$ cat src/hdl/kclp_pkg.sv
// Package for the key click and long-press detector: sizes, event codes, shared types.
`default_nettype none

package kclp_pkg;

	localparam int unsigned KEY_SLOTS    = 4;
	localparam int unsigned NUM_KEYS_DEF = 4;
	localparam int unsigned TIME_W       = 32;
	localparam int unsigned THRESH_W     = 16;
	localparam logic [THRESH_W-1:0] LONG_MS_RST = 16'd1000;

	typedef enum logic [1:0] {
		EV_NONE         = 2'd0,
		EV_CLICK        = 2'd1,
		EV_LONG         = 2'd2,
		EV_LONG_RELEASE = 2'd3
	} kclp_event_t;

	// per-key result handed back to the top level
	typedef struct packed {
		kclp_event_t event_code;
		logic        pressed;
	} kclp_key_res_t;

endpackage

`default_nettype wire

$ cat src/hdl/key_click_long_press_detector_core.sv
// Top level of the key click and long-press detector.
//
// Usage:
//   Input channel (in_valid / in_stall): one transaction is one key scan, a
//   32-bit millisecond timestamp plus four raw active-low key levels.
//   Output channel (out_valid / out_stall): exactly one transaction per scan,
//   carrying a 2-bit event per key (none, click, long press, long release)
//   and the mask of keys pressed in that scan.
//   Config: cfg_wr_en / cfg_wr_data write the long-press threshold in ms;
//   write it only while no scan is in flight.
// Pipeline:
//   out_valid rises once the scan has passed the input register, the
//   per-key compare/subtract, then the result register.
//   Throughput is one scan per cycle while out_stall is low; per-key state
//   updates on each result load, so back-to-back scans see the prior update.
// Reset:
//   arst_n clears the pipeline valids, all key state (released, no long
//   press) and sets the threshold to 1000 ms.
// Stall:
//   While out_stall is high a full result register holds; the input register
//   keeps its scan and in_stall rises once it is full behind the result.
//   Keys at or above NUM_KEYS report no event and a zero mask bit.
`default_nettype none

module key_click_long_press_detector_core #(
	parameter int unsigned NUM_KEYS = kclp_pkg::NUM_KEYS_DEF
) (
	input  wire logic                              clk,
	input  wire logic                              arst_n,
	// configuration
	input  wire logic                              cfg_wr_en,
	input  wire logic [kclp_pkg::THRESH_W-1:0]     cfg_wr_data,
	// scan input
	input  wire logic                              in_valid,
	output logic                                   in_stall,
	input  wire logic [kclp_pkg::TIME_W-1:0]       now_ms,
	input  wire logic                              key0_level,
	input  wire logic                              key1_level,
	input  wire logic                              key2_level,
	input  wire logic                              key3_level,
	// result output
	output logic                                   out_valid,
	input  wire logic                              out_stall,
	output logic [1:0]                             key0_event,
	output logic [1:0]                             key1_event,
	output logic [1:0]                             key2_event,
	output logic [1:0]                             key3_event,
	output logic [kclp_pkg::KEY_SLOTS-1:0]         pressed_mask
);

	localparam int unsigned SLOTS = kclp_pkg::KEY_SLOTS;

	// threshold register
	logic [kclp_pkg::THRESH_W-1:0] long_press_ms_q;

	always_ff @(posedge clk or negedge arst_n) begin
		if (!arst_n) begin
			long_press_ms_q <= kclp_pkg::LONG_MS_RST;
		end else if (cfg_wr_en) begin
			long_press_ms_q <= cfg_wr_data;
		end
	end

	// stage 1: input register
	logic                          valid_s1;
	logic [kclp_pkg::TIME_W-1:0]   now_ms_s1;
	logic [SLOTS-1:0]              level_s1;
	logic                          advance;
	logic                          load_s1;

	// stage 2: result register
	logic                          valid_s2;
	kclp_pkg::kclp_event_t [SLOTS-1:0] event_s2;
	logic [SLOTS-1:0]              mask_s2;

	assign advance  = valid_s1 && (!valid_s2 || !out_stall);
	assign in_stall = valid_s1 && !advance;
	assign load_s1  = in_valid && !in_stall;

	always_ff @(posedge clk or negedge arst_n) begin
		if (!arst_n) begin
			valid_s1 <= 1'b0;
		end else if (!in_stall) begin
			valid_s1 <= in_valid;
		end
	end

	always_ff @(posedge clk) begin
		if (load_s1) begin
			now_ms_s1 <= now_ms;
			level_s1  <= {key3_level, key2_level, key1_level, key0_level};
		end
	end

	// per-key trackers; unused slots report nothing
	kclp_pkg::kclp_key_res_t [SLOTS-1:0] key_res;

	for (genvar k = 0; k < SLOTS; k++) begin : g_key
		if (k < NUM_KEYS) begin : g_used
			kclp_key_unit u_key (
				.clk           (clk),
				.arst_n        (arst_n),
				.update        (advance),
				.now_ms        (now_ms_s1),
				.level         (level_s1[k]),
				.long_press_ms (long_press_ms_q),
				.res           (key_res[k])
			);
		end else begin : g_unused
			assign key_res[k].event_code = kclp_pkg::EV_NONE;
			assign key_res[k].pressed    = 1'b0;
		end
	end

	always_ff @(posedge clk or negedge arst_n) begin
		if (!arst_n) begin
			valid_s2 <= 1'b0;
		end else if (advance) begin
			valid_s2 <= 1'b1;
		end else if (!out_stall) begin
			valid_s2 <= 1'b0;
		end
	end

	always_ff @(posedge clk) begin
		if (advance) begin
			for (int i = 0; i < SLOTS; i++) begin
				event_s2[i] <= key_res[i].event_code;
				mask_s2[i]  <= key_res[i].pressed;
			end
		end
	end

	assign out_valid    = valid_s2;
	assign key0_event   = event_s2[0];
	assign key1_event   = event_s2[1];
	assign key2_event   = event_s2[2];
	assign key3_event   = event_s2[3];
	assign pressed_mask = mask_s2;

endmodule

`default_nettype wire

$ cat src/hdl/kclp_key_unit.sv
// One key's press tracker: previous state, press start time, long-press flag, event decode.
`default_nettype none

module kclp_key_unit (
	input  wire logic                              clk,
	input  wire logic                              arst_n,
	input  wire logic                              update,
	input  wire logic [kclp_pkg::TIME_W-1:0]       now_ms,
	input  wire logic                              level,
	input  wire logic [kclp_pkg::THRESH_W-1:0]     long_press_ms,
	output kclp_pkg::kclp_key_res_t                res
);

	logic                          prev_pressed_q;
	logic [kclp_pkg::TIME_W-1:0]   press_start_q;
	logic                          long_seen_q;

	logic                          pressed;
	logic [kclp_pkg::TIME_W-1:0]   elapsed;
	logic                          reached;
	kclp_pkg::kclp_event_t         ev;
	logic                          set_long;

	assign pressed = ~level;
	// modulo 2^32 difference handles timestamp wrap
	assign elapsed = now_ms - press_start_q;
	assign reached = elapsed >= {{(kclp_pkg::TIME_W-kclp_pkg::THRESH_W){1'b0}}, long_press_ms};

	always_comb begin
		ev       = kclp_pkg::EV_NONE;
		set_long = 1'b0;
		if (pressed != prev_pressed_q) begin
			if (!pressed) begin
				ev = long_seen_q ? kclp_pkg::EV_LONG_RELEASE : kclp_pkg::EV_CLICK;
			end
		end else if (pressed && !long_seen_q && reached) begin
			ev       = kclp_pkg::EV_LONG;
			set_long = 1'b1;
		end
	end

	always_ff @(posedge clk or negedge arst_n) begin
		if (!arst_n) begin
			prev_pressed_q <= 1'b0;
			press_start_q  <= '0;
			long_seen_q    <= 1'b0;
		end else if (update) begin
			prev_pressed_q <= pressed;
			if (pressed && !prev_pressed_q) begin
				press_start_q <= now_ms;
				long_seen_q   <= 1'b0;
			end else if (set_long) begin
				long_seen_q <= 1'b1;
			end
		end
	end

	assign res.event_code = ev;
	assign res.pressed    = pressed;

endmodule

`default_nettype wire

$ cat config.mk
export PLATFORM = sky130hd
export DESIGN_NAME = key_click_long_press_detector_core
export DESIGN_NICKNAME = d
export VERILOG_FILES = /design/src/hdl/kclp_pkg.sv /design/src/hdl/key_click_long_press_detector_core.sv /design/src/hdl/kclp_key_unit.sv
export SDC_FILE = /design/constraint.sdc
export NUM_CORES = 1
export LEC_CHECK = 0
export ABC_CLOCK_PERIOD_IN_PS = 4560
export CAP_MARGIN = 20
export CORE_MARGIN = 10
export CORE_UTILIZATION = 50
export DETAILED_ROUTE_END_ITERATION = 12
export DONT_BUFFER_PORTS = 1
export PLACE_DENSITY = 0.7
export REMOVE_ABC_BUFFERS = 1
export SYNTH_ARGS = -nofsm -noshare
export SYNTH_HDL_FRONTEND = slang
export SYNTH_SLANG_ARGS = --single-unit
$ cat constraint.sdc
create_clock -name clk -period 4.56 [get_ports clk]
set_input_delay 0.912 -clock clk [delete_from_list [all_inputs] [get_ports clk]]
set_output_delay 0.912 -clock clk [all_outputs]
set_load 0.02 [all_outputs]
==> flow_summary.ini <==
[global_routing]
grt_max_degree = 155
grt_use_total_pct = 21.3
gr-total-overflow = 0
grt_pass1_wl_um = 72400
antenna_found_initial = 0
grt_pass1_vias = 14100

[timing]
fmax_ghz = 0.218
hold_viol = 0
slew_headroom_pct = 41.8
fin_crit_ps = 4580
setup_viol_count_final = 1
fin_crit_sh_pct = 100
rsz0062_at_grt = yes
finClkSkew_ps = 16.6
setup_ws_ps = -20.1
worst_pin_slew_ps = 874
drv_slew = 0

[placement]
gp_congestion = 0.949
place_area_um2 = 17800
dp_hpwl_um = 35900
dp_cells = 2379
io_buffers = 0

[floorplan]
core_um2 = 33400
dieArea_um2 = 41400
fp.dieW_um = 204
die_h_um = 204
num_rows = 67
pin_count = 71
initial_core_util_pct = 50.5

[critical_path]
crit_type = flip-flop to flip-flop
crit_fanout = 2
critical_path.top_delay_family = compound AO/OA/AOI/OAI gates
cp_cell_sequence = ha_1 -> nor2b_4 -> o31a_1 -> o41ai_2 -> buf_4 -> or2_4 -> nor3b_4 -> o21ai_2 -> xnor2_1 -> ha_1 -> a21oi_1 -> nor2b_1 -> o21ai_1 -> buf_4 -> o2111ai_2 -> a2111o_1 -> a2111o_1 -> or4_4 -> a2111oi_4 -> nor2_1
slowest_delay_ps = 430
cp_slowest_cell = or4_4
worstPathArrival_ps = 4850
worst_setup_path_end_kind = flip-flop
reg2regPathDepth = 20
reg2reg_from = now_ms_s1[1]
r2r_slack_ps = -20
r2r_end = key1_event[1]
cp.required_ps = 4830
critPathBufInv = 2
start_kind = flip-flop

[synth]
ys.flop_type = dfrtp_1
ys_async_sr_fraction_pct = 76.2
ys_ff_latch = 202
ys_seq_area_share_pct = 31.5
post_synth.cell_area_avg_um2 = 8.87
synth_edf_count = 48
syn-cell-area_um2 = 16800
synth_warnings = 0
synthCells = 1899
synth.distinct_cells = 83

[clock_network]
hold_buffers = 0
cts_tree = built
clkTransAtPathRegs_ps = 60
root_buffer = clkbuf_16
cts.path.max_buffers = 3
htree_levels = 1
clkSinkCount = 202
cts_made_buffers = 24
clk_latency_ps = 530

[power_and_ir_drop]
power_frac_clock_pct = 17.1
internal_power_mw = 6.37
power_frac_seq_pct = 23.0
p_per_area_nw_per_um2 = 589
combPwrFrac_pct = 59.9
switching_power_mw = 4.81
p_total_mw = 11.2
swShare_pct = 43.0
ir_drop_v = 0.000357
leakage_nw = 8.37

[run_status]
status = complete, but fails checks
violations = negative setup slack

[route]
via_per_inst = 5.97
drc = 0
first_iter_violations = 927
ant_nets = 0
drt_first_pass_iters = 5
wl_per_cell_um = 18.8
wl_um = 45600
vias = 14500

[final_layout]
areaGrowthSynthToFinish_pct = 12.7
nets = 2217
diodes = 0
final_cell_area_um2 = 19000
final_cell_mix = ha_1, inv_1, nand2_1, dfrtp_1, a21oi_1
drive_above_1_share_pct = 17.1
layout_commonest_cell = ha_1
instances_no_fill = 2430

[run]
maxCapViolations = 0

[min_path]
holdCritPathClass = input pin to asynchronous set/reset pin
==> power groups by stage <==
stage | Combinational [mW] | Clock, mW | Sequential [mW]
global route | 7.44 | 2.03 | 2.63
finish | 6.70 | 1.91 | 2.57
floorplan | 4.75 | 0 | 2.55
detailed placement | 6.33 | 0 | 2.61
CTS | 6.45 | 1.95 | 2.57
global placement | 6.19 | 0 | 2.58
==> state kept, by name (all words and copies together), names as in the netlist <==
signal / cells
key2_event: 2
level_s1: 4
g_key.g_used.u_key.press_start_q: 128
g_key.g_used.u_key.long_seen_q: 4
g_key.g_used.u_key.prev_pressed_q: 4
key3_event: 2
key0_event: 2
key1_event: 2
pressed_mask: 4
valid_s1: 1
long_press_ms_q: 16
now_ms_s1: 32
out_valid: 1
==> per-stage QoR <==
stage / hold WS [ps] / setup WS [ps] / utilization [%] / TNS (ps)
after global placement: 453 / -328 / 53.4 / -936
after CTS: 61.8 / -69.1 / 56.2 / -102
after detailed placement: 467 / -439 / 53.4 / -1300
final: 83.7 / -20.1 / 56.9 / -20.1
after floorplan: 441 / -176 / - / -238
after global routing: 60.3 / -242 / 56.9 / -714
==> worst reg2reg max path: cells and delay by family (launching register included) <==
kind            cells  cell delay (ps)
compound gates      9             1880
xor+xnor            1              120
simple gates        6             1000
fa+ha+maj           2              600
buf+inv             2              310
flops               1              390
==> timing repair <==
item                                    CTS  global route
buffers inserted                          3             4
endpoints found under the setup margin    7             8
pin swaps                                10            27
resized for setup                        23            51
==> how the worst max path moves through the flow <==
stage,depth (start not counted),slack [ps],to,startpoint
finish,20,-20,key1_event[1],now_ms_s1[1]
global placement,20,-330,key1_event[1],now_ms_s1[1]
detailed placement,20,-440,key1_event[1],now_ms_s1[1]
CTS,20,-70,key1_event[1],now_ms_s1[1]
floorplan,18,-180,key1_event[1],now_ms_s1[2]
global route,20,-240,key1_event[1],now_ms_s1[1]
==> synthesized netlist by cell type, types with 16 or more instances <==
| library cell | n | area, µm² |
|---|---|---|
| a21o_1 | 32 | 240 |
| mux2_2 | 125 | 1410 |
| nor2_1 | 118 | 443 |
| nor3_1 | 35 | 175 |
| nand4_1 | 39 | 244 |
| nor2b_1 | 18 | 113 |
| o21ai_0 | 128 | 641 |
| ha_1 | 192 | 2400 |
| edfxtp_1 | 48 | 1440 |
| xor2_1 | 22 | 193 |
| clkbuf_1 | 52 | 195 |
| a211oi_1 | 23 | 173 |
| o211ai_1 | 23 | 173 |
| xnor2_1 | 48 | 420 |
| nand2_1 | 156 | 586 |
| o21a_1 | 35 | 263 |
| nor4_1 | 16 | 100 |
| dfrtp_1 | 148 | 3700 |
| a21oi_1 | 150 | 751 |
| inv_1 | 179 | 672 |
| nand3_1 | 46 | 230 |
| nand2b_1 | 22 | 138 |
==> layout make-up <==
cell class / instances / area (µm²)
clock buffers: 36 / 718
clock inverters: 8 / 77.6
fillers: 3005 / 14400
inverters: 181 / 679
multi-input cells: 1456 / 10900
flip-flops and latches: 202 / 5300
well taps: 448 / 561
repair buffers: 99 / 758
==> per-layer routing <==
metal,track usage [%],up-vias,wire (µm)
met3,2.11,77,1860
li1,-,7089,-
met4,6.55,0,1280
met5,0,-,0
met1,27.1,7014,20300
met2,37.3,333,22200
==> logic make-up (layout without fill, tap and decap cells) <==
logic type,after synthesis,after routing,share of synthesized area (%)
xor+xnor,70,70,3.64
fa+ha+maj,196,196,14.7
compound gates,537,537,20.5
flops,202,202,31.5
buf+inv,241,324,5.67
mux,135,135,8.95
simple gates,518,518,15.0
Note: power is estimated with default switching activity, not from simulation.
